--- config.mk ---
export PLATFORM = sky130hd
export DESIGN_NAME = sync_frame_receiver_crc16_unit_flat
export DESIGN_NICKNAME = d
export VERILOG_FILES = /design/src/hw/rtl/sfr_pkg.sv /design/src/hw/rtl/sfr_in_if.sv /design/src/hw/rtl/sfr_out_if.sv /design/src/hw/rtl/sync_frame_receiver_crc16_unit.sv /design/src/flat_wrapper.sv
export SDC_FILE = /design/constraint.sdc
export NUM_CORES = 1
export LEC_CHECK = 0
export BUFFER_PORTS_ARGS = -buffer_cell sky130_fd_sc_hd__buf_2
export CAP_MARGIN = 20
export CORE_ASPECT_RATIO = 0.9
export CORE_MARGIN = 2
export CORE_UTILIZATION = 65
export CTS_CLUSTER_SIZE = 14
export DETAILED_ROUTE_END_ITERATION = 12
export PLACE_DENSITY = 0.85
export SLEW_MARGIN = 20
export SYNTH_ARGS = -nofsm -noshare
export SYNTH_HDL_FRONTEND = slang
export SYNTH_SLANG_ARGS = --single-unit
--- constraint.sdc ---
create_clock -name clk_i -period 8.9 [get_ports clk_i]
set_input_delay 1.78 -clock clk_i [delete_from_list [all_inputs] [get_ports clk_i]]
set_output_delay 1.78 -clock clk_i [all_outputs]
set_load 0.05 [all_outputs]
--- src/hw/rtl/sfr_pkg.sv ---
package sfr_pkg;

  localparam int unsigned CntW = 7;

  localparam logic [7:0] MAX_PAYLOAD    = 8'd96;
  localparam logic [7:0] SYNC_FIRST     = 8'hAA;
  localparam logic [7:0] SYNC_SECOND    = 8'h55;
  localparam logic [7:0] FRAME_VER      = 8'h01;
  localparam logic [15:0] CRC_POLY      = 16'hA001;
  localparam logic [15:0] CRC_INIT      = 16'hFFFF;
  localparam logic [7:0] ROLE_MASTER    = 8'h02;
  localparam logic [7:0] ROLE_SLAVE     = 8'h03;
  localparam logic [7:0] KIND_READ      = 8'h01;
  localparam logic [CntW-1:0] FRAME_OVERHEAD = 7'd13;

  localparam logic [7:0] GROUP_MIN = 8'd1;
  localparam logic [7:0] GROUP_MAX = 8'd4;

  // byte positions within a frame
  localparam logic [CntW-1:0] POS_HUNT     = 7'd0;
  localparam logic [CntW-1:0] POS_SYNC2    = 7'd1;
  localparam logic [CntW-1:0] POS_VERSION  = 7'd2;
  localparam logic [CntW-1:0] POS_KIND     = 7'd3;
  localparam logic [CntW-1:0] POS_SRC_ROLE = 7'd4;
  localparam logic [CntW-1:0] POS_SRC_GRP  = 7'd5;
  localparam logic [CntW-1:0] POS_DST_ROLE = 7'd6;
  localparam logic [CntW-1:0] POS_DST_GRP  = 7'd7;
  localparam logic [CntW-1:0] POS_FLOW_LO  = 7'd8;
  localparam logic [CntW-1:0] POS_FLOW_HI  = 7'd9;
  localparam logic [CntW-1:0] POS_LEN      = 7'd10;
  localparam logic [CntW-1:0] POS_PAYLOAD  = 7'd11;

  typedef enum logic {
    OP_BYTE = 1'b0,
    OP_DONE = 1'b1
  } opcode_e;

  typedef enum logic [3:0] {
    ST_IDLE      = 4'd0,
    ST_REQUEST   = 4'd1,
    ST_BAD_LEN   = 4'd2,
    ST_BAD_VER   = 4'd3,
    ST_BAD_CRC   = 4'd4,
    ST_FILTERED  = 4'd5,
    ST_BUSY_IGN  = 4'd6,
    ST_DROPPED   = 4'd7,
    ST_DONE_ACC  = 4'd8,
    ST_DONE_IGN  = 4'd9
  } status_e;

  function automatic logic [15:0] crc_byte(input logic [15:0] crc, input logic [7:0] b);
    logic [15:0] c;
    c = crc ^ {8'h00, b};
    for (int k = 0; k < 8; k++) begin
      c = c[0] ? ((c >> 1) ^ CRC_POLY) : (c >> 1);
    end
    return c;
  endfunction

endpackage

--- src/hw/rtl/sfr_in_if.sv ---
interface sfr_in_if;
  logic        valid;
  logic        ready;
  logic        opcode;
  logic [7:0]  data_byte;
  logic [15:0] done_flow;

  modport source (output valid, output opcode, output data_byte, output done_flow,
                  input ready);
  modport sink   (input valid, input opcode, input data_byte, input done_flow,
                  output ready);
endinterface

--- src/hw/rtl/sfr_out_if.sv ---
interface sfr_out_if;
  logic        valid;
  logic        ready;
  logic [3:0]  status;
  logic [15:0] request_flow;
  logic        busy_res;

  modport source (output valid, output status, output request_flow, output busy_res,
                  input ready);
  modport sink   (input valid, input status, input request_flow, input busy_res,
                  output ready);
endinterface

--- src/hw/rtl/sync_frame_receiver_crc16_unit.sv ---
// Channel   Dir  Handshake      Payload
// in_i      in   valid/ready    opcode, data_byte, done_flow
// out_o     out  valid/ready    status, request_flow, busy_res
// cfg       in   cfg_we_i       cfg_wdata_i (node group id)
//
// One item per cycle while the output is not stalled: a transfer lands in the
// input register, then the parser and CRC byte update load the result register.
// rst_ni clears all parser state, the CRC to 0xFFFF and the node group to 0.
// A stalled output holds the result register; the input register keeps
// taking a transfer whenever the result register frees up in the same cycle.
module sync_frame_receiver_crc16_unit (
  input  logic       clk_i,
  input  logic       rst_ni,
  input  logic       cfg_we_i,
  input  logic [7:0] cfg_wdata_i,
  sfr_in_if.sink     in_i,
  sfr_out_if.source  out_o
);

  logic [7:0] node_grp_q;

  logic        in_valid_q;
  logic        in_op_q;
  logic [7:0]  in_byte_q;
  logic [15:0] in_flow_q;

  logic            out_valid_q;
  sfr_pkg::status_e status_q, status_d;
  logic [15:0]     req_flow_q;
  logic            busy_out_q;

  logic [sfr_pkg::CntW-1:0] byte_cnt_q, byte_cnt_d;
  logic [sfr_pkg::CntW-1:0] exp_total_q, exp_total_d;
  logic [15:0]     crc_q, crc_d;
  logic [7:0]      version_q, version_d;
  logic [7:0]      kind_q, kind_d;
  logic [7:0]      src_role_q, src_role_d;
  logic [7:0]      src_grp_q, src_grp_d;
  logic [7:0]      dst_role_q, dst_role_d;
  logic [7:0]      dst_grp_q, dst_grp_d;
  logic [15:0]     flow_q, flow_d;
  logic [sfr_pkg::CntW-1:0] pay_cnt_q, pay_cnt_d;
  logic [7:0]      first_pay_q, first_pay_d;
  logic [7:0]      crc_lo_q, crc_lo_d;
  logic            busy_q, busy_d;
  logic [15:0]     pend_flow_q, pend_flow_d;

  logic            advance;
  logic            group_ok;
  logic [sfr_pkg::CntW:0] idx_p1;
  logic [sfr_pkg::CntW:0] idx_p2;
  logic [sfr_pkg::CntW:0] exp_ext;
  logic            filter_ok;

  assign advance    = in_valid_q && (!out_valid_q || out_o.ready);
  assign in_i.ready = !in_valid_q || advance;

  assign out_o.valid        = out_valid_q;
  assign out_o.status       = status_q;
  assign out_o.request_flow = req_flow_q;
  assign out_o.busy_res     = busy_out_q;

  assign group_ok = (node_grp_q >= sfr_pkg::GROUP_MIN) &&
                    (node_grp_q <= sfr_pkg::GROUP_MAX);
  assign idx_p1  = {1'b0, byte_cnt_q} + (sfr_pkg::CntW+1)'(1);
  assign idx_p2  = {1'b0, byte_cnt_q} + (sfr_pkg::CntW+1)'(2);
  assign exp_ext = {1'b0, exp_total_q};

  assign filter_ok = (kind_q == sfr_pkg::KIND_READ) &&
                     (src_role_q == sfr_pkg::ROLE_MASTER) &&
                     (dst_role_q == sfr_pkg::ROLE_SLAVE) &&
                     (src_grp_q == node_grp_q) &&
                     (dst_grp_q == node_grp_q) &&
                     (pay_cnt_q == sfr_pkg::CntW'(1)) &&
                     (first_pay_q <= 8'd1);

  always_comb begin
    byte_cnt_d  = byte_cnt_q;
    exp_total_d = exp_total_q;
    crc_d       = crc_q;
    version_d   = version_q;
    kind_d      = kind_q;
    src_role_d  = src_role_q;
    src_grp_d   = src_grp_q;
    dst_role_d  = dst_role_q;
    dst_grp_d   = dst_grp_q;
    flow_d      = flow_q;
    pay_cnt_d   = pay_cnt_q;
    first_pay_d = first_pay_q;
    crc_lo_d    = crc_lo_q;
    busy_d      = busy_q;
    pend_flow_d = pend_flow_q;
    status_d    = sfr_pkg::ST_IDLE;

    if (in_op_q == sfr_pkg::OP_DONE) begin
      if (busy_q && (in_flow_q == pend_flow_q)) begin
        busy_d   = 1'b0;
        status_d = sfr_pkg::ST_DONE_ACC;
      end else begin
        status_d = sfr_pkg::ST_DONE_IGN;
      end
    end else if (!group_ok) begin
      status_d = sfr_pkg::ST_DROPPED;
    end else if (byte_cnt_q == sfr_pkg::POS_HUNT) begin
      if (in_byte_q == sfr_pkg::SYNC_FIRST) begin
        byte_cnt_d = sfr_pkg::POS_SYNC2;
      end
    end else if (byte_cnt_q == sfr_pkg::POS_SYNC2) begin
      if (in_byte_q == sfr_pkg::SYNC_SECOND) begin
        byte_cnt_d = sfr_pkg::POS_VERSION;
        crc_d      = sfr_pkg::CRC_INIT;
      end else if (in_byte_q != sfr_pkg::SYNC_FIRST) begin
        byte_cnt_d  = sfr_pkg::POS_HUNT;
        exp_total_d = '0;
        crc_d       = sfr_pkg::CRC_INIT;
      end
    end else begin
      byte_cnt_d = idx_p1[sfr_pkg::CntW-1:0];
      if ((byte_cnt_q <= sfr_pkg::POS_LEN) ||
          ((exp_total_q != '0) && (idx_p2 < exp_ext))) begin
        crc_d = sfr_pkg::crc_byte(crc_q, in_byte_q);
      end
      unique case (byte_cnt_q)
        sfr_pkg::POS_VERSION:  version_d  = in_byte_q;
        sfr_pkg::POS_KIND:     kind_d     = in_byte_q;
        sfr_pkg::POS_SRC_ROLE: src_role_d = in_byte_q;
        sfr_pkg::POS_SRC_GRP:  src_grp_d  = in_byte_q;
        sfr_pkg::POS_DST_ROLE: dst_role_d = in_byte_q;
        sfr_pkg::POS_DST_GRP:  dst_grp_d  = in_byte_q;
        sfr_pkg::POS_FLOW_LO:  flow_d     = {flow_q[15:8], in_byte_q};
        sfr_pkg::POS_FLOW_HI:  flow_d     = {in_byte_q, flow_q[7:0]};
        sfr_pkg::POS_LEN: begin
          if (in_byte_q > sfr_pkg::MAX_PAYLOAD) begin
            byte_cnt_d  = sfr_pkg::POS_HUNT;
            exp_total_d = '0;
            crc_d       = sfr_pkg::CRC_INIT;
            status_d    = sfr_pkg::ST_BAD_LEN;
          end else begin
            pay_cnt_d   = in_byte_q[sfr_pkg::CntW-1:0];
            exp_total_d = sfr_pkg::FRAME_OVERHEAD + in_byte_q[sfr_pkg::CntW-1:0];
          end
        end
        default: begin
          if ((byte_cnt_q == sfr_pkg::POS_PAYLOAD) &&
              (exp_total_q > sfr_pkg::FRAME_OVERHEAD)) begin
            first_pay_d = in_byte_q;
          end
          if (idx_p2 == exp_ext) begin
            crc_lo_d = in_byte_q;
          end else if (idx_p1 == exp_ext) begin
            if (version_q != sfr_pkg::FRAME_VER) begin
              status_d = sfr_pkg::ST_BAD_VER;
            end else if ((crc_lo_q != crc_q[7:0]) || (in_byte_q != crc_q[15:8])) begin
              status_d = sfr_pkg::ST_BAD_CRC;
            end else if (!filter_ok) begin
              status_d = sfr_pkg::ST_FILTERED;
            end else if (busy_q) begin
              status_d = sfr_pkg::ST_BUSY_IGN;
            end else begin
              pend_flow_d = flow_q;
              busy_d      = 1'b1;
              status_d    = sfr_pkg::ST_REQUEST;
            end
            byte_cnt_d  = sfr_pkg::POS_HUNT;
            exp_total_d = '0;
            crc_d       = sfr_pkg::CRC_INIT;
          end
        end
      endcase
    end
  end

  always_ff @(posedge clk_i or negedge rst_ni) begin
    if (!rst_ni) begin
      node_grp_q <= '0;
    end else if (cfg_we_i) begin
      node_grp_q <= cfg_wdata_i;
    end
  end

  // input register
  always_ff @(posedge clk_i or negedge rst_ni) begin
    if (!rst_ni) begin
      in_valid_q <= 1'b0;
    end else if (in_i.ready) begin
      in_valid_q <= in_i.valid;
    end
  end

  always_ff @(posedge clk_i) begin
    if (in_i.valid && in_i.ready) begin
      in_op_q   <= in_i.opcode;
      in_byte_q <= in_i.data_byte;
      in_flow_q <= in_i.done_flow;
    end
  end

  // result register
  always_ff @(posedge clk_i or negedge rst_ni) begin
    if (!rst_ni) begin
      out_valid_q <= 1'b0;
    end else if (advance) begin
      out_valid_q <= 1'b1;
    end else if (out_o.ready) begin
      out_valid_q <= 1'b0;
    end
  end

  always_ff @(posedge clk_i) begin
    if (advance) begin
      status_q   <= status_d;
      req_flow_q <= pend_flow_d;
      busy_out_q <= busy_d;
    end
  end

  // parser state
  always_ff @(posedge clk_i or negedge rst_ni) begin
    if (!rst_ni) begin
      byte_cnt_q  <= '0;
      exp_total_q <= '0;
      crc_q       <= sfr_pkg::CRC_INIT;
      version_q   <= '0;
      kind_q      <= '0;
      src_role_q  <= '0;
      src_grp_q   <= '0;
      dst_role_q  <= '0;
      dst_grp_q   <= '0;
      flow_q      <= '0;
      pay_cnt_q   <= '0;
      first_pay_q <= '0;
      crc_lo_q    <= '0;
      busy_q      <= 1'b0;
      pend_flow_q <= '0;
    end else if (advance) begin
      byte_cnt_q  <= byte_cnt_d;
      exp_total_q <= exp_total_d;
      crc_q       <= crc_d;
      version_q   <= version_d;
      kind_q      <= kind_d;
      src_role_q  <= src_role_d;
      src_grp_q   <= src_grp_d;
      dst_role_q  <= dst_role_d;
      dst_grp_q   <= dst_grp_d;
      flow_q      <= flow_d;
      pay_cnt_q   <= pay_cnt_d;
      first_pay_q <= first_pay_d;
      crc_lo_q    <= crc_lo_d;
      busy_q      <= busy_d;
      pend_flow_q <= pend_flow_d;
    end
  end

endmodule
--- src/flat_wrapper.sv ---
// flat-port wrapper written by rule: the top's interface ports become plain ports
module sync_frame_receiver_crc16_unit_flat 
  (clk_i, rst_ni, cfg_we_i, cfg_wdata_i, in_i_valid, in_i_opcode, in_i_data_byte, in_i_done_flow, in_i_ready, out_o_valid, out_o_status, out_o_request_flow, out_o_busy_res, out_o_ready);
  sfr_in_if in_i_i ();
  sfr_out_if out_o_i ();
  input  logic clk_i;
  input  logic rst_ni;
  input  logic cfg_we_i;
  input  logic [7:0] cfg_wdata_i;
  input wire logic [$bits(in_i_i.valid)-1:0] in_i_valid;
  input wire logic [$bits(in_i_i.opcode)-1:0] in_i_opcode;
  input wire logic [$bits(in_i_i.data_byte)-1:0] in_i_data_byte;
  input wire logic [$bits(in_i_i.done_flow)-1:0] in_i_done_flow;
  output wire logic [$bits(in_i_i.ready)-1:0] in_i_ready;
  output wire logic [$bits(out_o_i.valid)-1:0] out_o_valid;
  output wire logic [$bits(out_o_i.status)-1:0] out_o_status;
  output wire logic [$bits(out_o_i.request_flow)-1:0] out_o_request_flow;
  output wire logic [$bits(out_o_i.busy_res)-1:0] out_o_busy_res;
  input wire logic [$bits(out_o_i.ready)-1:0] out_o_ready;
  assign in_i_i.valid = in_i_valid;
  assign in_i_i.opcode = in_i_opcode;
  assign in_i_i.data_byte = in_i_data_byte;
  assign in_i_i.done_flow = in_i_done_flow;
  assign in_i_ready = in_i_i.ready;
  assign out_o_valid = out_o_i.valid;
  assign out_o_status = out_o_i.status;
  assign out_o_request_flow = out_o_i.request_flow;
  assign out_o_busy_res = out_o_i.busy_res;
  assign out_o_i.ready = out_o_ready;
  sync_frame_receiver_crc16_unit u_core (.clk_i(clk_i), .rst_ni(rst_ni), .cfg_we_i(cfg_we_i), .cfg_wdata_i(cfg_wdata_i), .in_i(in_i_i), .out_o(out_o_i));
endmodule
=== Word-level counts from Yosys, hierarchy flattened ===
Index checks and enable logic that the tools add are counted.

* $add $sub $neg: 3
* Reductions and logical operators: 38
* Equality and inequality tests: 33
* Magnitude comparators: 7
* Bitwise operators: 16
* Mux-type cells: 69

{| class="wikitable"
|+ Operators with widths
! operator !! count
|-
| $mux 16 || 26
|-
| $mux 7 || 13
|-
| $pmux 16 s2 || 2
|-
| $mux 4 || 9
|-
| $reduce_and 6->1 || 6
|-
| $reduce_and 7->1 || 5
|-
| $eq 7x3->1 const B || 4
|-
| $eq 7x4->1 const B || 4
|-
| $pmux 7 s2 || 2
|-
| $not 2->3 || 8
|-
| $eq 16x16->1 || 1
|-
| $eq 8x2->1 const B || 2
|-
| $eq 8x7->1 || 2
|-
| $eq 8x8->1 || 2
|-
| $ne 8x8->1 || 2
|-
| $xor 16x8->16 || 1
|-
| $eq 7x1->1 const B || 2
|-
| $eq 7x2->1 const B || 2
|-
| $mux 1 || 14
|-
| $logic_and 1x1->1 || 12
|-
| $reduce_and 5->1 || 2
|-
| $reduce_and 9->1 || 1
|-
| $reduce_or 9->1 || 1
|-
| $add 7x1->8 const B || 1
|-
| other kinds (30) || 42
|}

* Output and inout bits: 23
* Bits in registers: 190

=== Logic depth before layout (Yosys ltp) ===
Gate-level depths: netlist of run 1.

* Depth in word-level cells: 22
* Gate-level depth with buffers: 13
* Mapped depth without buffers: 12

=== Worst setup path after synthesis of run 1 ===
Ideal clock, no wire load.

* Path kind: input-to-output
* Start: input port out_o_ready
* End: output port in_i_ready
* Setup slack: 4857 ps
* Cell stages on the path: 1
* Path buffers: 0
* Arrival time: 2263 ps
* Cells stage by stage: nand3b_1

* Cells in the longest elaborated chain, start to end: 3

{| class="wikitable"
|+ Ends and longest elaborated chain
! item !! line !! source
|-
| start, declared || flat_wrapper.sv:19 || <nowiki>input wire logic [$bits(out_o_i.ready)-1:0] out_o_ready;</nowiki>
|-
| $logic_or 1x1->1 || sync_frame_receiver_crc16_unit.sv:55 || <nowiki>assign advance = in_valid_q && (!out_valid_q || out_o.ready);</nowiki>
|-
| $logic_and 1x1->1 || sync_frame_receiver_crc16_unit.sv:55 ||
|-
| $logic_or 1x1->1 || sync_frame_receiver_crc16_unit.sv:56 || <nowiki>assign in_i.ready = !in_valid_q || advance;</nowiki>
|-
| end, declared || flat_wrapper.sv:14 || <nowiki>output wire logic [$bits(in_i_i.ready)-1:0] in_i_ready;</nowiki>
|}

No other way between the ends.

=== Worst setup path in the final report of run 1 ===
* Start: register u_core.byte_cnt_q[2] (netlist bit)
* End: register u_core.byte_cnt_q[3] (netlist bit)

* Cells in the longest elaborated chain, start to end: 7

{| class="wikitable"
|+ Ends and longest elaborated chain
! item !! line !! source
|-
| start, declared || sync_frame_receiver_crc16_unit.sv:32 || <nowiki>logic [sfr_pkg::CntW-1:0] byte_cnt_q, byte_cnt_d;</nowiki>
|-
| start signal, assigned || sync_frame_receiver_crc16_unit.sv:236 || <nowiki>byte_cnt_q <= byte_cnt_d;</nowiki>
|-
| $add 7x1->8 || sync_frame_receiver_crc16_unit.sv:65 || <nowiki>assign idx_p1 = {1'b0, byte_cnt_q} + (sfr_pkg::CntW+1)'(1);</nowiki>
|-
| $eq 8x7->1 || sync_frame_receiver_crc16_unit.sv:150 || <nowiki>end else if (idx_p1 == exp_ext) begin</nowiki>
|-
| $mux 7 || sync_frame_receiver_crc16_unit.sv:150 ||
|-
| $mux 7 || sync_frame_receiver_crc16_unit.sv:148 || <nowiki>if (idx_p2 == exp_ext) begin</nowiki>
|-
| $pmux 7 s2 || sync_frame_receiver_crc16_unit.sv:123 || <nowiki>unique case (byte_cnt_q)</nowiki>
|-
| $mux 7 || sync_frame_receiver_crc16_unit.sv:108 || <nowiki>end else if (byte_cnt_q == sfr_pkg::POS_SYNC2) begin</nowiki>
|-
| $mux 7 || sync_frame_receiver_crc16_unit.sv:104 || <nowiki>end else if (byte_cnt_q == sfr_pkg::POS_HUNT) begin</nowiki>
|}

Parallel ways exist; a longest one is shown, timed or not.
A chain may end at the register's enable or synchronous reset.

==> flow_metrics.tcl, run 1 <==
set metrics [dict create \
    grt_start_max_net_pins 73 \
    r2r-start "u_core.byte_cnt_q[2]" \
    end_kind "register" \
    die_h_microns 116 \
    htreeDepth 4 \
    fillers 824 \
    ctsResizeCount 0 \
    rr_worst_depth 12 \
    stdcell_count 983 \
    maxSlewHeadroom_pct 27.1 \
    synthArstFlopShare_pct 75.7 \
    hold_ws_ns 0.493 \
    syn_area_per_cell_sq_um 12.1 \
    layout_common_cells "dfrtp_1, mux2_2, nand2_1" \
    ant_nets 0 \
    synth_seq_cells 189 \
    grt_pass1_wl_mm 33.4 \
    r2r-end "u_core.byte_cnt_q[3]" \
    diodes 0 \
    hold_viol 0 \
    cts_buffers 17 \
    ir_worst_vdd_uv 142 \
    syn_inst 744 \
    wirelength_mm 20.3 \
    fmax_mhz 231 \
    die_w_microns 128 \
    crit_type "reg -> reg" \
    hpwl_mm 13.6 \
    post_drt_wl_per_cell_microns 20.7 \
    syn_nets 799 \
    cts_sinks 189 \
    synth_edf_count 46 \
    cp-startpoint "u_core.byte_cnt_q[2]" \
    io_pins 61 \
    slew_violations 0 \
    antenna_found_initial 0 \
    fin_crit_sh_pct 48.6 \
    ys_types 58 \
    pre_cts_slack_ns 4.70 \
    dp_cells 951 \
    netlist_area_sq_mm 0.00904 \
    overflow 0 \
    core_area_sq_mm 0.0135 \
    cts_tree "built" \
    clk_pin_slew_ns 0.07 \
    cap_violations 0 \
    power_density_mw_per_mm2 201 \
    cp-start-kind "register" \
    fp.dieArea_sq_mm 0.0149 \
    grtUsageTotal_pct 29.4 \
    cts_setup_buffers 0 \
    worstPathRequired_ns 9.24 \
    post-route-drc-count 0 \
    dr.pass1.iters 5 \
    clock-root-buffer "clkbuf_16" \
    syn_to_final_growth_pct 11.4 \
    critPathCapture "u_core.byte_cnt_q[3]" \
    setup_viol 0 \
    drt-initial-drc-count 673 \
    worst_pin_slew_ns 1.08 \
    vias 6221 \
    cp_max_fo 14 \
    yosysSeqAreaShare_pct 55.1 \
    cts_hold_buf 0 \
    r2r_setup_slack_ns 4.58 \
    ys_warn_count 0 \
    layout_min_cycle_time_ns 4.32 \
    hp-class "reg -> reg" \
    gp_congestion 0.936 \
    rsz0062_at_grt "false" \
    skew_ns 0.0113 \
    timing.final.ws_setup_ns 4.58 \
    finalSetupTns_ns 0 \
    drive_gt1_share_pct 29.2 \
    leakage_nw 4.53 \
    port-buffer-count 60 \
    synth_ff_type "dfrtp_1" \
    viasPerCell 6.33 \
    start_util_pct 67.1 \
    cts_buffer_depth 2 \
    grt_pass1_vias 6388 \
    mostFrequentLayoutCell "dfrtp_1" \
    clock_latency_ns 0.43 \
    num_rows 40 \
    cp.arrival_ns 4.66 \
    fin_nets 857 \
    status "finished clean" \
]
per-stage QoR:
step | cell area [sq um] | power (mW) | utilization [%]
floorplan | 9040 | 1.21 | -
global placement | 9490 | 1.28 | 70.5
detailed placement | 9490 | 1.29 | 70.5
CTS | 10100 | 2.03 | 74.8
global route | 10100 | 2.11 | 74.8
finish | 10100 | 2.03 | 74.8
power breakdown:
part           switching, mW  internal, mW  leakage (nW)
combinational          0.188         0.115          1.93
sequential            0.0438         0.936          2.31
clock                  0.347         0.395         0.288
total                  0.580          1.45          4.53
per-layer routing:
metal  vias up  share of wire [%]  GRT usage, %  wire length, microns
li1       2804                  -             -                     -
met1      3181                 44          41.6                  9000
met2       212                 49          46.9                  9940
met3        24                5.5          5.63                  1110
met4         0                1.3          8.94                   264
met5         -                  0             0                     0
final cells by class:
type | instances | area [sq um] | share of cell area, %
tap | 168 | 210 | 2.09
timing repair buffer | 70 | 382 | 3.79
sequential | 189 | 4980 | 49.5
multi-input combinational | 508 | 3860 | 38.3
clock inverter | 15 | 154 | 1.53
clock buffer | 17 | 425 | 4.23
inverter | 16 | 60.1 | 0.597
flip-flops by register name, indices dropped and copies added (netlist names), 16 cells and up:
signal	cells
u_core.out_o.request_flow	16
u_core.in_flow_q	16
u_core.flow_q	16
u_core.crc_q	16
u_core.pend_flow_q	16
synthesized netlist by cell type, drive strengths merged, types with 11 or more instances:
cell	instances	area share, %
xnor2	61	5.9
mux2	113	14
nand3	35	1.9
edfxtp	46	15
nand2	74	3.1
dfstp	16	4.7
nor2	21	0.87
clkbuf	21	0.87
o21ai	36	2.0
inv	15	0.62
nor3	15	0.96
nor4	15	1.2
xor2	11	1.1
ha	17	2.4
dfrtp	127	35
nand4	15	1.0
worst max-delay path, stage by stage, from the launching register on:
cell and delay (ns):
dfrtp_1 0.71, ha_1 0.37, and2_1 0.23, nand2_1 0.08, xnor2_1 0.16, ha_1 0.32, nand3_1 0.11, a2111oi_1 0.83
a31oi_1 0.13, nand2b_1 0.18, a2bb2oi_1 0.76, a31oi_1 0.16, o21ai_0 0.20
how the worst min path moves through the flow:
stage / from / to / slack (ns) / cells past startpoint
floorplan: u_core.kind_q[0] / u_core.kind_q[0] / 0.44 / 2
global placement: u_core.pay_cnt_q[0] / u_core.pay_cnt_q[0] / 0.46 / 2
detailed placement: u_core.kind_q[0] / u_core.kind_q[0] / 0.48 / 2
CTS: u_core.kind_q[0] / u_core.kind_q[0] / 0.49 / 2
global route: u_core.version_q[1] / u_core.version_q[1] / 0.53 / 2
finish: u_core.kind_q[0] / u_core.kind_q[0] / 0.49 / 2
cell families (layout without fill, tap and decap cells):
kind of cell / after synthesis / count (layout) / share of synthesized area [%]
xor gates and xnor gates: 72 / 72 / 6.98
AOI/OAI and AO/OA: 83 / 83 / 5.83
and+or+nand+nor: 221 / 221 / 12.8
buffers and inverters: 47 / 118 / 2.27
adders and majority gates: 17 / 17 / 2.35
DFF: 189 / 189 / 55.1
muxes: 115 / 115 / 14.7
Power figures use the tool's default switching activity.
==> run 2: changes to the inputs <==
Settings changed: CORE_UTILIZATION 65 to 61, PLACE_DENSITY 0.85 to 0.8.
Clock period 8.9 ns to 4.2 ns, I/O delays scaled along.
==> run 2 against run 1 <==
  * Combinational power rose by 110%
  * Cell count rose by 3.6%
  * Sequential share of layout area fell by 0.43 points
  * Die area rose by 6.3%
  * Sequential power rose by 110%
  * First-iteration DRC count fell by 16%
  * Power rose by 110%
  * Clock-buffer cell count rose by 9
==> flow_metrics.tcl, run 2 (synthesis results as in run 1) <==
set metrics [dict create \
    wl_met1_mm 9.02 \
    skew_ns 0.0108 \
    die_h_microns 119 \
    finalSetupTns_ns 0 \
    drt-initial-drc-count 563 \
    clock_latency_ns 0.43 \
    ctsResizeCount 0 \
    leakage_nw 4.55 \
    post-route-drc-count 0 \
    grtUsageTotal_pct 26.6 \
    min_to "u_core.pay_cnt_q[0]" \
    core_area_sq_mm 0.0146 \
    diodes 0 \
    hpwl_mm 13.9 \
    antenna_found_initial 0 \
    cp-start-kind "register" \
    min_from "u_core.pay_cnt_q[0]" \
    path_cells "and2_1 -> nand2_1 -> xnor2_1 -> ha_1 -> nand3_1 -> a2111oi_0 -> a31oi_1 -> nand2_1 -> or3_4 -> nor3_4 -> mux2_2" \
    start_util_pct 61.9 \
    status "finished clean" \
    fin_nets 862 \
    cts_setup_buffers 0 \
    crit_slowest_cell "nor3_4" \
    fp.dieArea_sq_mm 0.0158 \
    num_rows 42 \
    holdPathStages 2 \
    cp.arrival_ns 4.07 \
    grt_start_max_net_pins 116 \
    post_drt_wl_per_cell_microns 19.9 \
    cts_tree "built" \
    cp_max_fo 16 \
    hold_viol 0 \
    maxSlewHeadroom_pct 37.2 \
    cap_violations 0 \
    internal_power_mw 3.15 \
    drive_gt1_share_pct 29.1 \
    wl_met3_mm 1.04 \
    combinationalPowerShare_pct 15.0 \
    ant_nets 0 \
    p_switching_mw 1.17 \
    hold_ws_ns 0.486 \
    fin_crit_sh_pct 92.6 \
    hp-class "reg -> reg" \
    worst_pin_slew_ns 0.935 \
    top_layer "met4" \
    r2r-start "u_core.byte_cnt_q[3]" \
    crit_type "reg -> reg" \
    slew_violations 0 \
    mostFrequentLayoutCell "dfrtp_1" \
    clk_pin_slew_ns 0.06 \
    end_kind "register" \
    layout_common_cells "dfrtp_1, mux2_2, nand2_1" \
    r2r_setup_slack_ns 0.31 \
    clock-root-buffer "clkbuf_16" \
    ir_worst_vdd_uv 413 \
    cts_buffer_depth 2 \
    fmax_mhz 257 \
    overflow 0 \
    layout_min_cycle_time_ns 3.89 \
    cts_sinks 189 \
    power_density_mw_per_mm2 426 \
    syn_to_final_growth_pct 12.4 \
    viasPerCell 6.07 \
    wl_met2_mm 9.81 \
    timing.final.ws_setup_ns 0.309 \
    port-buffer-count 60 \
    p_clk_share_pct 37.1 \
    seqPwrFrac_pct 48.0 \
    die_w_microns 132 \
    worstPathRequired_ns 4.38 \
    rr_worst_depth 11 \
    rsz0062_at_grt "false" \
    io_pins 61 \
    cts_hold_buf 0 \
    grt_pass1_wl_mm 32.3 \
    setup_viol 0 \
    cts_buffers 17 \
    wirelength_mm 20.3 \
    crit_top_cell "nand2_1" \
    pre_cts_slack_ns 0.380 \
    htreeDepth 4 \
    gp_congestion 0.891 \
    max_stage_delay_ns 0.77 \
    p_sw_share_pct 27.0 \
    vias 6180 \
    r2r-end "u_core.out_o.request_flow[14]" \
    dr.pass1.iters 8 \
    grt_pass1_vias 6153 \
]
==> run 2: changes by cell type in the layout (fill, tap and decap cells not counted), sizes merged <==
cell	previous run	this run
clkbuf	17	27
clkinv	9	2
inv	21	17
clkinvlp	0	2
buf	70	74
==> run 2: area by class of cell <==
cell class              instances  area, sq um
clock buffers                  26          520
clock inverters                 6         72.6
fillers                      1025         4450
inverters                      16         60.1
multi-input cells             508         3850
flip-flops and latches        189         4980
well taps                     198          248
repair buffers                 75          422
==> run 2: how the worst max path moves through the flow <==
stage	startpoint	endpoint	slack (ns)	cells after the start
2_1_floorplan	u_core.byte_cnt_q[2]	u_core.out_o.request_flow[10]	0.93	13
3_3_place_gp	u_core.byte_cnt_q[3]	u_core.out_o.request_flow[11]	0.51	11
3_5_place_dp	u_core.byte_cnt_q[1]	u_core.out_o.request_flow[15]	0.38	12
4_1_cts	u_core.byte_cnt_q[3]	u_core.out_o.request_flow[14]	0.33	11
5_1_grt	u_core.byte_cnt_q[3]	u_core.out_o.request_flow[14]	0.05	11
6_report	u_core.byte_cnt_q[3]	u_core.out_o.request_flow[14]	0.31	11
==> run 2: per-layer routing <==
metal	vias up	global-route usage, %
met5	-	0
met4	0	9.48
met3	32	4.77
met2	208	43.0
met1	3119	36.7
li1	2821	-
==> run 2: power by group through the flow <==
stage / clock network [mW] / logic, mW / registers (mW)
final: 1.60 / 0.647 / 2.07
after detailed placement: 0 / 0.635 / 2.11
after floorplan: 0 / 0.447 / 2.11
after CTS: 1.62 / 0.642 / 2.07
after global routing: 1.69 / 0.707 / 2.08
after global placement: 0 / 0.622 / 2.10
==> run 2: worst max-delay path: cells and delay by family (launching register included) <==
kind,cells,cell delay (ns)
AND/OR/NAND/NOR,6,1.72
XOR/XNOR,1,0.14
AO/OA/AOI/OAI,2,0.37
flip-flops,1,0.66
adder cells (fa/ha/maj),1,0.32
multiplexers,1,0.42
==> run 2: stage by stage <==
| stage | power [mW] | area, sq um | instances | utilization (%) |
|---|---|---|---|---|
| after CTS | 4.34 | 10200 | 1018 | 69.5 |
| after global routing | 4.48 | 10200 | 1018 | 69.5 |
| after floorplan | 2.56 | 9040 | 744 | - |
| after global placement | 2.72 | 9560 | 986 | 65.4 |
| final | 4.32 | 10200 | 1018 | 69.5 |
| after detailed placement | 2.74 | 9560 | 986 | 65.4 |
==> run 3: changes to the inputs <==
Settings changed: CELL_PAD_IN_SITES_DETAIL_PLACEMENT set to 0, CELL_PAD_IN_SITES_GLOBAL_PLACEMENT set to 2, CORE_UTILIZATION 61 to 42, PLACE_DENSITY 0.8 to not set, PLACE_DENSITY_LB_ADDON set to 0.1.
==> run 3 against run 2 <==
  * Combinational power shrank 0.6%
  * Routed wire length grew 3.3%
  * Sequential cell count did not move
  * Cell count up 9.2%
  * Clock-buffer cell count down 8
  * Maximum frequency rose by 9.1%
  * Critical path type unchanged
  * Critical endpoint is now u_core.out_o.request_flow[5]
==> flow_metrics.tcl, run 3 (synthesis results as in run 1) <==
set metrics [dict create \
    antenna_found_initial 0 \
    clock-root-buffer "clkbuf_16" \
    worstPathRequired_ns 4.37 \
    die_h_microns 143 \
    skew_ns 0.0217 \
    crit_top_cell "nand2_1" \
    drive_gt1_share_pct 30.1 \
    layout_min_cycle_time_ns 3.57 \
    fin_crit_sh_pct 84.9 \
    r2r-start "u_core.byte_cnt_q[3]" \
    cts_buffer_depth 2 \
    wl_met1_mm 10.6 \
    fin_nets 868 \
    dr.pass1.iters 5 \
    vias 5989 \
    ir_worst_vdd_uv 258 \
    crit_type "reg -> reg" \
    fmax_mhz 280 \
    diodes 0 \
    wl_met3_microns 779 \
    grt_pass1_vias 6017 \
    cap_violations 0 \
    clk_pin_slew_ns 0.08 \
    top_layer "met4" \
    leakage_nw 4.60 \
    post-route-drc-count 0 \
    crit_slowest_cell "a2111oi_0" \
    clock_latency_ns 0.44 \
    slew_violations 0 \
    post_drt_wl_per_cell_microns 18.9 \
    fin_util_pct 49.3 \
    cts_hold_buf 0 \
    rsz0062_at_grt "false" \
    htreeDepth 4 \
    rr_worst_depth 12 \
    worst_pin_slew_ns 0.932 \
    power_mw 4.35 \
    finalSetupTns_ns 0 \
    power_density_mw_per_mm2 420 \
    start_util_pct 43.1 \
    cts_sinks 189 \
    overflow 0 \
    path_cells "and2_1 -> nand2_1 -> xnor2_1 -> ha_1 -> nand3_1 -> a2111oi_0 -> a31oi_1 -> nand2_1 -> or3_4 -> nor3_4 -> buf_4 -> mux2_1" \
    wirelength_mm 21.0 \
    max_stage_delay_ns 0.68 \
    layout_common_cells "dfrtp_1, mux2_2, nand2_1" \
    syn_to_final_growth_pct 14.4 \
    hold_viol 0 \
    drt-initial-drc-count 300 \
    cp-start-kind "register" \
    grt_start_max_net_pins 95 \
    cts_tree "built" \
    mostFrequentLayoutCell "dfrtp_1" \
    hp-class "in -> async" \
    cp.arrival_ns 3.74 \
    grt_pass1_wl_mm 33.5 \
    viasPerCell 5.39 \
    setup_viol 0 \
    cts_buffers 17 \
    hpwl_mm 14.7 \
    core_area_sq_mm 0.0210 \
    io_pins 61 \
    grtUsageTotal_pct 19.4 \
    end_kind "register" \
    ant_nets 0 \
    maxSlewHeadroom_pct 37.9 \
    ctsResizeCount 0 \
    cts_setup_buffers 0 \
    r2r-end "u_core.out_o.request_flow[5]" \
    cp_max_fo 16 \
    fp.dieArea_sq_mm 0.0227 \
    r2r_setup_slack_ns 0.63 \
    die_w_microns 159 \
    wl_met2_mm 9.39 \
    num_rows 50 \
    gp_congestion 0.848 \
    status "finished clean" \
    port-buffer-count 60 \
]
[run 3: cell types whose count changed in the layout (fill, tap and decap cells not counted)]
cell,change
buf_4,+5
clkbuf_8,-5
clkbuf_1,-4
clkinv_8,+4
inv_6,+4
clkinv_4,+2
clkinvlp_4,-2
inv_8,+2
buf_12,+1
buf_6,+1
bufinv_16,-1
clkinv_2,-1
[run 3: layout make-up]
cell class | instances | area, sq um
sequential | 189 | 4980
multi-input combinational | 508 | 3850
tap | 286 | 358
clock buffer | 18 | 450
timing repair buffer | 81 | 477
inverter | 16 | 60.1
fill | 1879 | 10600
clock inverter | 14 | 163
[run 3: worst max-delay path by stage]
stage                         startpoint                            end  cells after the start
floorplan           u_core.byte_cnt_q[2]  u_core.out_o.request_flow[10]                     13
global route        u_core.byte_cnt_q[3]   u_core.out_o.request_flow[5]                     12
finish              u_core.byte_cnt_q[3]   u_core.out_o.request_flow[5]                     12
detailed placement  u_core.byte_cnt_q[3]   u_core.out_o.request_flow[5]                     12
global placement    u_core.byte_cnt_q[3]   u_core.out_o.request_flow[5]                     12
CTS                 u_core.byte_cnt_q[3]   u_core.out_o.request_flow[5]                     12
[run 3: critical path, delay by kind of cell (launching register included)]
family | cells | cell delay [ns]
compound gates | 2 | 0.81
xor+xnor | 1 | 0.15
fa+ha+maj | 1 | 0.31
buf+inv | 1 | 0.21
flops | 1 | 0.67
mux | 1 | 0.34
simple gates | 6 | 0.82
[run 3: power breakdown]
group          switching, mW  internal (mW)
clock                  0.793          0.840
combinational          0.395          0.249
sequential            0.0889           1.98
total                   1.28           3.07
[run 3: metal layers]
metal / global-route usage [%] / vias to the layer above
met5: 0 / -
met3: 3.28 / 14
met2: 29.6 / 140
li1: - / 2827
met1: 28.6 / 3008
met4: 4.98 / 0
[run 3: per-stage QoR]
stage	setup WS (ns)	cell area (sq um)	cells	hold slack [ns]
2_1_floorplan	0.930	9040	744	0.442
3_3_place_gp	0.719	9730	1080	0.457
3_5_place_dp	0.631	9730	1080	0.468
4_1_cts	0.601	10300	1112	0.485
5_1_grt	0.360	10300	1112	0.509
6_report	0.632	10300	1112	0.471
